--- config.mk ---
export PLATFORM = sky130hd
export DESIGN_NAME = line_rasterizer
export DESIGN_NICKNAME = d
export VERILOG_FILES = /design/src/hdl/lr_pkg.sv /design/src/hdl/line_rasterizer.sv /design/src/hdl/lr_step.sv
export VERILOG_INCLUDE_DIRS = /design/src /design/src/hdl
export SDC_FILE = /design/constraint.sdc
export NUM_CORES = 1
export LEC_CHECK = 0
export BUFFER_PORTS_ARGS = -buffer_cell sky130_fd_sc_hd__buf_2
export CAP_MARGIN = 20
export CELL_PAD_IN_SITES_DETAIL_PLACEMENT = 1
export CELL_PAD_IN_SITES_GLOBAL_PLACEMENT = 1
export CORE_MARGIN = 2
export CORE_UTILIZATION = 35
export DETAILED_ROUTE_END_ITERATION = 12
export HOLD_SLACK_MARGIN = 0.06
export PLACE_DENSITY = 0.69
export SLEW_MARGIN = 5
export SYNTH_ARGS = -nofsm -noshare
export SYNTH_HDL_FRONTEND = slang
export SYNTH_HIERARCHICAL = 1
export SYNTH_SLANG_ARGS = --single-unit
--- constraint.sdc ---
create_clock -name clk -period 10.4 [get_ports clk]
set_input_delay 1.56 -clock clk [delete_from_list [all_inputs] [get_ports clk]]
set_output_delay 1.56 -clock clk [all_outputs]
set_load 0.03 [all_outputs]
--- src/hdl/line_rasterizer_assert.svh ---
// Assertion macros used by the line rasterizer RTL.
`ifndef LINE_RASTERIZER_ASSERT_SVH
`define LINE_RASTERIZER_ASSERT_SVH

// Same-cycle implication, checked on the rising clock edge outside reset.
`define LR_ASSERT_NOW(label, ante, cons, msg) \
	label: assert property (@(posedge clk) disable iff (!arst_n) (ante) |-> (cons)) \
		else $error(msg);

// Next-cycle implication, checked on the rising clock edge outside reset.
`define LR_ASSERT_NEXT(label, ante, cons, msg) \
	label: assert property (@(posedge clk) disable iff (!arst_n) (ante) |=> (cons)) \
		else $error(msg);

`endif

--- src/hdl/lr_pkg.sv ---
// Shared types and constants of the line rasterizer.
package lr_pkg;

	// width of a surface size register on the configuration port
	localparam int unsigned CFG_W = 13;

	// input word kinds
	localparam logic KIND_LOAD = 1'b0;
	localparam logic KIND_STEP = 1'b1;

	// configuration register indexes
	localparam logic CFG_SURFACE_WIDTH  = 1'b0;
	localparam logic CFG_SURFACE_HEIGHT = 1'b1;

	// pen moves decided for one step
	typedef struct packed {
		logic move_x;
		logic move_y;
	} move_t;

endpackage

--- src/hdl/line_rasterizer.sv ---
// Line rasterizer: an accepted step word gives its pixel word in the next cycle.
// One word per cycle while in_stall is low; the single step unit (lr_step) updates
// the pen and error term in the same cycle the step word is accepted.
// The output register stalls the input only while it holds a pixel that is stalled.
// Reset (arst_n low, asynchronous): no line active, line state cleared, output
// empty, surface size registers at MAX_DIM.
`include "line_rasterizer_assert.svh"

module line_rasterizer #(
	parameter int unsigned COORD_WIDTH = 16,
	parameter int unsigned MAX_DIM     = 4096
) (
	input  logic                          clk,
	input  logic                          arst_n,
	// input channel
	input  logic                          in_valid,
	output logic                          in_stall,
	input  logic                          kind,
	input  logic signed [COORD_WIDTH-1:0] from_x,
	input  logic signed [COORD_WIDTH-1:0] from_y,
	input  logic signed [COORD_WIDTH-1:0] to_x,
	input  logic signed [COORD_WIDTH-1:0] to_y,
	input  logic        [15:0]            line_color,
	// output channel
	output logic                          out_valid,
	input  logic                          out_stall,
	output logic signed [COORD_WIDTH-1:0] pixel_x,
	output logic signed [COORD_WIDTH-1:0] pixel_y,
	output logic        [15:0]            pixel_color,
	output logic                          on_surface,
	output logic                          last_pixel,
	// configuration port
	input  logic                          cfg_write,
	input  logic                          cfg_index,
	input  logic [lr_pkg::CFG_W-1:0]      cfg_data
);
	// width that holds any surface size up to MAX_DIM
	localparam int unsigned DIM_W = $clog2(MAX_DIM + 1);
	// common width for the clip compares
	localparam int unsigned CMP_W = ((COORD_WIDTH > DIM_W) ? COORD_WIDTH : DIM_W) + 1;
	localparam int unsigned SAT_W = (lr_pkg::CFG_W > DIM_W) ? lr_pkg::CFG_W : DIM_W;

	// surface size registers
	logic [DIM_W-1:0] surface_width_q;
	logic [DIM_W-1:0] surface_height_q;
	logic [SAT_W-1:0] cfg_ext;
	logic [SAT_W-1:0] max_ext;
	logic [DIM_W-1:0] cfg_sat;

	// line state
	logic                          drawing_q;
	logic signed [COORD_WIDTH-1:0] pen_x_q;
	logic signed [COORD_WIDTH-1:0] pen_y_q;
	logic signed [COORD_WIDTH-1:0] target_x_q;
	logic signed [COORD_WIDTH-1:0] target_y_q;
	logic                          step_left_q;
	logic                          step_up_q;
	logic        [COORD_WIDTH:0]   span_x_q;
	logic        [COORD_WIDTH:0]   span_y_q;
	logic signed [COORD_WIDTH+1:0] error_term_q;
	logic        [15:0]            held_color_q;

	// output register
	logic                          out_valid_q;
	logic signed [COORD_WIDTH-1:0] pixel_x_q;
	logic signed [COORD_WIDTH-1:0] pixel_y_q;
	logic        [15:0]            pixel_color_q;
	logic                          on_surface_q;
	logic                          last_pixel_q;

	// per-word logic
	logic                          in_fire;
	logic                          out_fire;
	logic                          emit;
	logic                          at_end;
	logic                          on_now;
	logic signed [COORD_WIDTH:0]   dx;
	logic signed [COORD_WIDTH:0]   dy;
	logic signed [COORD_WIDTH+1:0] error_next;
	lr_pkg::move_t                 move;

	// The input may advance when the output register is empty or drains this cycle.
	assign in_stall = out_valid_q && out_stall;
	assign in_fire  = in_valid && !in_stall;
	assign out_fire = out_valid_q && !out_stall;

	// A step word on an active line produces exactly one pixel.
	assign emit   = in_fire && (kind == lr_pkg::KIND_STEP) && drawing_q;
	assign at_end = (pen_x_q == target_x_q) && (pen_y_q == target_y_q);

	// Clip test: column and row must be non-negative and below the surface size.
	assign on_now = !pen_x_q[COORD_WIDTH-1] && !pen_y_q[COORD_WIDTH-1]
		&& (CMP_W'($unsigned(pen_x_q)) < CMP_W'(surface_width_q))
		&& (CMP_W'($unsigned(pen_y_q)) < CMP_W'(surface_height_q));

	// Endpoint deltas for a load word.
	assign dx = (COORD_WIDTH+1)'(to_x) - (COORD_WIDTH+1)'(from_x);
	assign dy = (COORD_WIDTH+1)'(to_y) - (COORD_WIDTH+1)'(from_y);

	// Saturate a configuration write at MAX_DIM.
	assign cfg_ext = SAT_W'(cfg_data);
	assign max_ext = SAT_W'(MAX_DIM);
	assign cfg_sat = (cfg_ext > max_ext) ? DIM_W'(MAX_DIM) : DIM_W'(cfg_ext);

	lr_step #(
		.COORD_WIDTH(COORD_WIDTH)
	) u_step (
		.error_term(error_term_q),
		.span_x    (span_x_q),
		.span_y    (span_y_q),
		.move      (move),
		.error_next(error_next)
	);

	// Surface size registers.
	always_ff @(posedge clk or negedge arst_n) begin
		if (!arst_n) begin
			surface_width_q  <= DIM_W'(MAX_DIM);
			surface_height_q <= DIM_W'(MAX_DIM);
		end else if (cfg_write) begin
			case (cfg_index)
				lr_pkg::CFG_SURFACE_WIDTH:  surface_width_q  <= cfg_sat;
				lr_pkg::CFG_SURFACE_HEIGHT: surface_height_q <= cfg_sat;
				default: ;
			endcase
		end
	end

	// Line active flag: set on load, drop after the end point is given.
	always_ff @(posedge clk or negedge arst_n) begin
		if (!arst_n) begin
			drawing_q <= 1'b0;
		end else if (in_fire) begin
			if (kind == lr_pkg::KIND_LOAD) begin
				drawing_q <= 1'b1;
			end else if (emit && at_end) begin
				drawing_q <= 1'b0;
			end
		end
	end

	// Line state: load the setup, or advance the pen after a pixel.
	always_ff @(posedge clk or negedge arst_n) begin
		if (!arst_n) begin
			pen_x_q      <= '0;
			pen_y_q      <= '0;
			target_x_q   <= '0;
			target_y_q   <= '0;
			step_left_q  <= 1'b0;
			step_up_q    <= 1'b0;
			span_x_q     <= '0;
			span_y_q     <= '0;
			error_term_q <= '0;
			held_color_q <= '0;
		end else if (in_fire && (kind == lr_pkg::KIND_LOAD)) begin
			pen_x_q      <= from_x;
			pen_y_q      <= from_y;
			target_x_q   <= to_x;
			target_y_q   <= to_y;
			step_left_q  <= dx[COORD_WIDTH];
			step_up_q    <= dy[COORD_WIDTH];
			span_x_q     <= dx[COORD_WIDTH] ? $unsigned(-dx) : $unsigned(dx);
			span_y_q     <= dy[COORD_WIDTH] ? $unsigned(-dy) : $unsigned(dy);
			error_term_q <= (COORD_WIDTH+2)'(dx[COORD_WIDTH] ? -dx : dx)
				- (COORD_WIDTH+2)'(dy[COORD_WIDTH] ? -dy : dy);
			held_color_q <= line_color;
		end else if (emit && !at_end) begin
			error_term_q <= error_next;
			if (move.move_x) begin
				pen_x_q <= pen_x_q + {{(COORD_WIDTH-1){step_left_q}}, 1'b1};
			end
			if (move.move_y) begin
				pen_y_q <= pen_y_q + {{(COORD_WIDTH-1){step_up_q}}, 1'b1};
			end
		end
	end

	// Output valid: fill on a pixel, empty when the word is taken.
	always_ff @(posedge clk or negedge arst_n) begin
		if (!arst_n) begin
			out_valid_q <= 1'b0;
		end else if (emit) begin
			out_valid_q <= 1'b1;
		end else if (out_fire) begin
			out_valid_q <= 1'b0;
		end
	end

	// Output payload: capture the pen pixel, hold it while stalled.
	always_ff @(posedge clk) begin
		if (emit) begin
			pixel_x_q     <= pen_x_q;
			pixel_y_q     <= pen_y_q;
			pixel_color_q <= held_color_q;
			on_surface_q  <= on_now;
			last_pixel_q  <= at_end;
		end
	end

	assign out_valid   = out_valid_q;
	assign pixel_x     = pixel_x_q;
	assign pixel_y     = pixel_y_q;
	assign pixel_color = pixel_color_q;
	assign on_surface  = on_surface_q;
	assign last_pixel  = last_pixel_q;

	// A step word on an active line must show up as a pixel word.
	`LR_ASSERT_NEXT(a_step_emits, emit, out_valid_q, "step on active line gave no pixel")
	// The end point closes the line.
	`LR_ASSERT_NEXT(a_end_closes, emit && at_end, !drawing_q, "line still active after end point")
	// A step word while idle leaves the pen alone and starts nothing.
	`LR_ASSERT_NEXT(a_idle_step, in_fire && (kind == lr_pkg::KIND_STEP) && !drawing_q,
		!drawing_q && $stable(pen_x_q) && $stable(pen_y_q), "idle step changed line state")

endmodule

--- src/hdl/lr_step.sv ---
// Bresenham step decision and error term update for one pixel.
module lr_step #(
	parameter int unsigned COORD_WIDTH = 16
) (
	input  logic signed [COORD_WIDTH+1:0] error_term,
	input  logic        [COORD_WIDTH:0]   span_x,
	input  logic        [COORD_WIDTH:0]   span_y,
	output lr_pkg::move_t                 move,
	output logic signed [COORD_WIDTH+1:0] error_next
);
	localparam int unsigned EW = COORD_WIDTH + 3;

	logic signed [EW-1:0] err_ext;
	logic signed [EW-1:0] e2;
	logic signed [EW-1:0] sx_ext;
	logic signed [EW-1:0] sy_ext;
	logic signed [EW-1:0] sum;

	always_comb begin
		err_ext = EW'(error_term);
		e2      = {error_term, 1'b0};
		sx_ext  = $signed({2'b00, span_x});
		sy_ext  = $signed({2'b00, span_y});
		move.move_x = (e2 > -sy_ext);
		move.move_y = (e2 < sx_ext);
		sum = err_ext;
		if (move.move_x) begin
			sum = sum - sy_ext;
		end
		if (move.move_y) begin
			sum = sum + sx_ext;
		end
		error_next = sum[COORD_WIDTH+1:0];
	end

endmodule

==> metrics.txt <==
# TYPE chip_impl_metric gauge
chip_impl_metric{name="fin_hold_ws",unit="ns"} 0.443
chip_impl_metric{name="final_nets",unit=""} 2243
chip_impl_metric{name="setup-violations-final",unit=""} 0
chip_impl_info{name="critPathSlowestCell",value="sky130_fd_sc_hd__o21ai_0"} 1
chip_impl_metric{name="placedInstanceArea",unit="mm^2"} 0.0177
chip_impl_info{name="grt_setup_unrepaired",value="false"} 1
chip_impl_metric{name="synthesized_netlist_cell_count",unit=""} 1824
chip_impl_metric{name="clock_sink_count",unit=""} 212
chip_impl_info{name="max_flop_register",value="error_term_q"} 1
chip_impl_metric{name="tritoncts.num_buffers",unit=""} 27
chip_impl_metric{name="seq_area_frac_synth",unit="%"} 34.0
chip_impl_metric{name="fp.dieArea",unit="mm^2"} 0.0484
chip_impl_info{name="status",value="finished clean"} 1
chip_impl_info{name="setup.worst_path.class",value="reg -> reg"} 1
chip_impl_metric{name="post_route_ant_nets",unit=""} 0
chip_impl_info{name="tritoncts_clock_tree",value="done"} 1
chip_impl_metric{name="number_of_distinct_library_cell_variants_in_the_gate_level_netlist_after_synthesis",unit=""} 91
chip_impl_metric{name="total_negative_setup_slack",unit="ns"} 0
chip_impl_metric{name="cts.htree.levels",unit=""} 1
chip_impl_metric{name="final_min_period_over_clock_period",unit="%"} 65.7
chip_impl_metric{name="vdd_ir_drop_max",unit="mV"} 0.147
chip_impl_metric{name="clk_transition_reported_paths",unit="ns"} 0.06
chip_impl_metric{name="power.density_cell_area",unit="mW/mm^2"} 325
chip_impl_metric{name="rows",unit=""} 79
chip_impl_metric{name="core-area",unit="mm^2"} 0.0464
chip_impl_metric{name="grt_first_pass_wirelength",unit="um"} 82200
chip_impl_info{name="final_cell_mix",value="sky130_fd_sc_hd__nand2_1, sky130_fd_sc_hd__ha_1, sky130_fd_sc_hd__dfrtp_1, sky130_fd_sc_hd__buf_2, sky130_fd_sc_hd__inv_1"} 1
chip_impl_info{name="layout_commonest_cell",value="sky130_fd_sc_hd__nand2_1"} 1
chip_impl_metric{name="via_per_inst",unit=""} 5.38
chip_impl_metric{name="drt-initial-drc-count",unit=""} 767
chip_impl_metric{name="final-max-slew-violation-count",unit=""} 0
chip_impl_metric{name="timing_worst_slew_pin_value",unit="ns"} 0.930
chip_impl_metric{name="synth-seq-cells",unit=""} 212
chip_impl_metric{name="cp_data_arrival_time",unit="ns"} 7.23
chip_impl_metric{name="grt_overflow",unit=""} 0
chip_impl_metric{name="die_width",unit="um"} 220
chip_impl_metric{name="flow.area_growth_from_synthesis",unit="%"} 14.0
chip_impl_metric{name="final_wl",unit="um"} 52000
chip_impl_metric{name="fmax",unit="GHz"} 0.146
chip_impl_metric{name="register_to_register_setup_slack",unit="ns"} 3.57
chip_impl_metric{name="post_syn_area_per_cell",unit="um^2"} 8.96
chip_impl_metric{name="first_global_vias",unit=""} 14800
chip_impl_metric{name="postSynth.asyncResetShare",unit="%"} 76.4
chip_impl_metric{name="ys.warnings.count",unit=""} 6
chip_impl_metric{name="drive_gt1_share",unit="%"} 14.1
chip_impl_info{name="root_buffer",value="sky130_fd_sc_hd__clkbuf_16"} 1
chip_impl_metric{name="cts_resized",unit=""} 0
chip_impl_metric{name="num-fill-cells",unit=""} 5416
chip_impl_metric{name="required",unit="ns"} 10.80
chip_impl_metric{name="dp.final_hpwl",unit="um"} 40400
chip_impl_info{name="critical_path.startpoint_type",value="flip-flop"} 1
chip_impl_metric{name="report.final.hold_viol_count",unit=""} 0
chip_impl_metric{name="drv_cap",unit=""} 0
chip_impl_metric{name="cts-root-to-sink-buffers",unit=""} 3
chip_impl_metric{name="antenna_found_initial",unit=""} 2
chip_impl_metric{name="synth.net_count",unit=""} 2103
chip_impl_metric{name="drc_errors",unit=""} 0
chip_impl_metric{name="postCtsSetupRepairBufs",unit=""} 0
chip_impl_metric{name="largest_reg_flops",unit=""} 18
chip_impl_metric{name="path_max_fanout",unit=""} 17
chip_impl_metric{name="overall_via_count_from_detail_route",unit=""} 14000
chip_impl_metric{name="routedWlPerCell",unit="um"} 20.1
chip_impl_metric{name="finalNonFillerCells",unit=""} 2594
chip_impl_info{name="min_path_type",value="reg -> reg"} 1
chip_impl_info{name="reg.largest.list",value="error_term_q: 18 flops, span_x_q: 17 flops, span_y_q: 17 flops"} 1
chip_impl_metric{name="synth.cell_area",unit="mm^2"} 0.0163
chip_impl_metric{name="drtPass1Iterations",unit=""} 5
chip_impl_metric{name="start_util",unit="%"} 35.3
chip_impl_metric{name="insertion_delay",unit="ns"} 0.59
chip_impl_metric{name="cpPeakStageDelay",unit="ns"} 0.45
chip_impl_metric{name="regArea",unit="mm^2"} 0.00556
chip_impl_metric{name="fin_crit",unit="ns"} 6.83
chip_impl_metric{name="post-layout-total-power",unit="uW"} 6060
chip_impl_metric{name="track_usage",unit="%"} 21.8
chip_impl_metric{name="gp_congestion",unit=""} 0.874
chip_impl_metric{name="die-height",unit="um"} 220
chip_impl_metric{name="io-pin-count",unit=""} 152
chip_impl_metric{name="multi_input_area",unit="mm^2"} 0.0100
chip_impl_metric{name="buffer_ports.inserted",unit=""} 151
chip_impl_metric{name="fin_worst_skew",unit="ns"} 0.0355
chip_impl_metric{name="grt_start_max_net_pins",unit=""} 92
chip_impl_metric{name="synth_edf_count",unit=""} 50
chip_impl_metric{name="hold_buffers",unit=""} 0
chip_impl_metric{name="timing.slew.headroom",unit="%"} 38.0
chip_impl_metric{name="final_area",unit="mm^2"} 0.0186
chip_impl_metric{name="leakage",unit="uW"} 0.00856
chip_impl_info{name="cp-end-kind",value="flip-flop"} 1
chip_impl_metric{name="cell_count_after_placement",unit=""} 2539
chip_impl_info{name="top_ff_cell_synth",value="sky130_fd_sc_hd__dfrtp_1"} 1
==> through the flow <==
step	setup WS [ns]	utilization (%)
6_report	3.57	40.2
5_1_grt	3.08	40.2
4_1_cts	3.69	40.1
3_5_place_dp	3.77	38.2
3_3_place_gp	3.85	38.2
2_1_floorplan	4.60	-
==> worst max-delay path, delay by kind of cell (launching register included) <==
family,cells,cell delay (ns)
AOI/OAI and AO/OA,10,2.24
xor gates and xnor gates,2,0.23
adders and majority gates,2,0.68
buffers and inverters,1,0.21
DFF,1,0.44
muxes,2,0.60
and+or+nand+nor,10,2.24
==> power breakdown <==
group	total, uW	internal, uW	switching [uW]
clock	949	547	402
combinational	3680	1650	2030
sequential	1430	1090	347
==> synth_stat cells, types with 11 or more instances <==
| library cell | n | area share [%] |
|---|---|---|
| sky130_fd_sc_hd__a31oi_1 | 24 | 0.92 |
| sky130_fd_sc_hd__edfxtp_1 | 50 | 9.2 |
| sky130_fd_sc_hd__nor4_1 | 11 | 0.42 |
| sky130_fd_sc_hd__nand2b_1 | 25 | 0.96 |
| sky130_fd_sc_hd__xor2_1 | 42 | 2.3 |
| sky130_fd_sc_hd__xnor2_1 | 114 | 6.1 |
| sky130_fd_sc_hd__a21oi_1 | 87 | 2.7 |
| sky130_fd_sc_hd__a22oi_1 | 19 | 0.87 |
| sky130_fd_sc_hd__a21o_1 | 47 | 2.2 |
| sky130_fd_sc_hd__nor2_1 | 78 | 1.8 |
| sky130_fd_sc_hd__a211oi_1 | 15 | 0.69 |
| sky130_fd_sc_hd__o21a_1 | 26 | 1.2 |
| sky130_fd_sc_hd__nand2_1 | 295 | 6.8 |
| sky130_fd_sc_hd__nand3_1 | 25 | 0.77 |
| sky130_fd_sc_hd__ha_1 | 172 | 13 |
| sky130_fd_sc_hd__dfrtp_1 | 160 | 24 |
| sky130_fd_sc_hd__nor3_1 | 31 | 0.95 |
| sky130_fd_sc_hd__nand4_1 | 24 | 0.92 |
| sky130_fd_sc_hd__inv_1 | 144 | 3.3 |
| sky130_fd_sc_hd__nor2b_1 | 16 | 0.61 |
| sky130_fd_sc_hd__mux2_2 | 40 | 2.8 |
| sky130_fd_sc_hd__o21ai_0 | 112 | 3.4 |
| sky130_fd_sc_hd__o21ai_1 | 32 | 0.98 |
| sky130_fd_sc_hd__or3_1 | 14 | 0.54 |
| sky130_fd_sc_hd__clkbuf_1 | 35 | 0.80 |
==> metal layers <==
metal | share of wire [%] | vias to the layer above | global-route usage (%)
met5 | 0 | - | 0
met4 | 3.6 | 0 | 8.23
met3 | 3.9 | 83 | 2.83
met2 | 47 | 265 | 36.1
met1 | 46 | 6850 | 28.9
li1 | - | 6770 | -
==> worst paths after layout <==
path                                     to  depth (start not counted)              from
max                        error_term_q[15]                         27       span_y_q[4]
min                         pixel_color[15]                          0  held_color_q[15]
max reg2reg                error_term_q[15]                         27       span_y_q[4]
min reg2reg                 pixel_color[15]                          0  held_color_q[15]
max in group asynchronous      span_y_q[11]                          3            arst_n
min in group asynchronous       pen_x_q[11]                          1            arst_n
==> kinds of logic (layout without fill, tap and decap cells) <==
| family | Yosys count | after routing | synth area share [%] |
|---|---|---|---|
| and+or+nand+nor | 553 | 553 | 15.3 |
| xor gates and xnor gates | 157 | 157 | 8.46 |
| AOI/OAI and AO/OA | 473 | 473 | 19.5 |
| adders and majority gates | 179 | 179 | 14.0 |
| buffers and inverters | 194 | 354 | 4.78 |
| muxes | 56 | 56 | 3.93 |
| other | 0 | 3 | 0 |
| DFF | 212 | 212 | 34.0 |
==> area by class of cell <==
| class | instances | area share (%) |
|---|---|---|
| multi-input combinational | 1418 | 53.8 |
| antenna | 3 | 0.0403 |
| timing repair buffer | 160 | 4.56 |
| tap | 607 | 4.08 |
| sequential | 212 | 29.8 |
| inverter | 145 | 2.95 |
| clock buffer | 38 | 4.17 |
| clock inverter | 11 | 0.564 |
(Power assumes the default switching activity.)
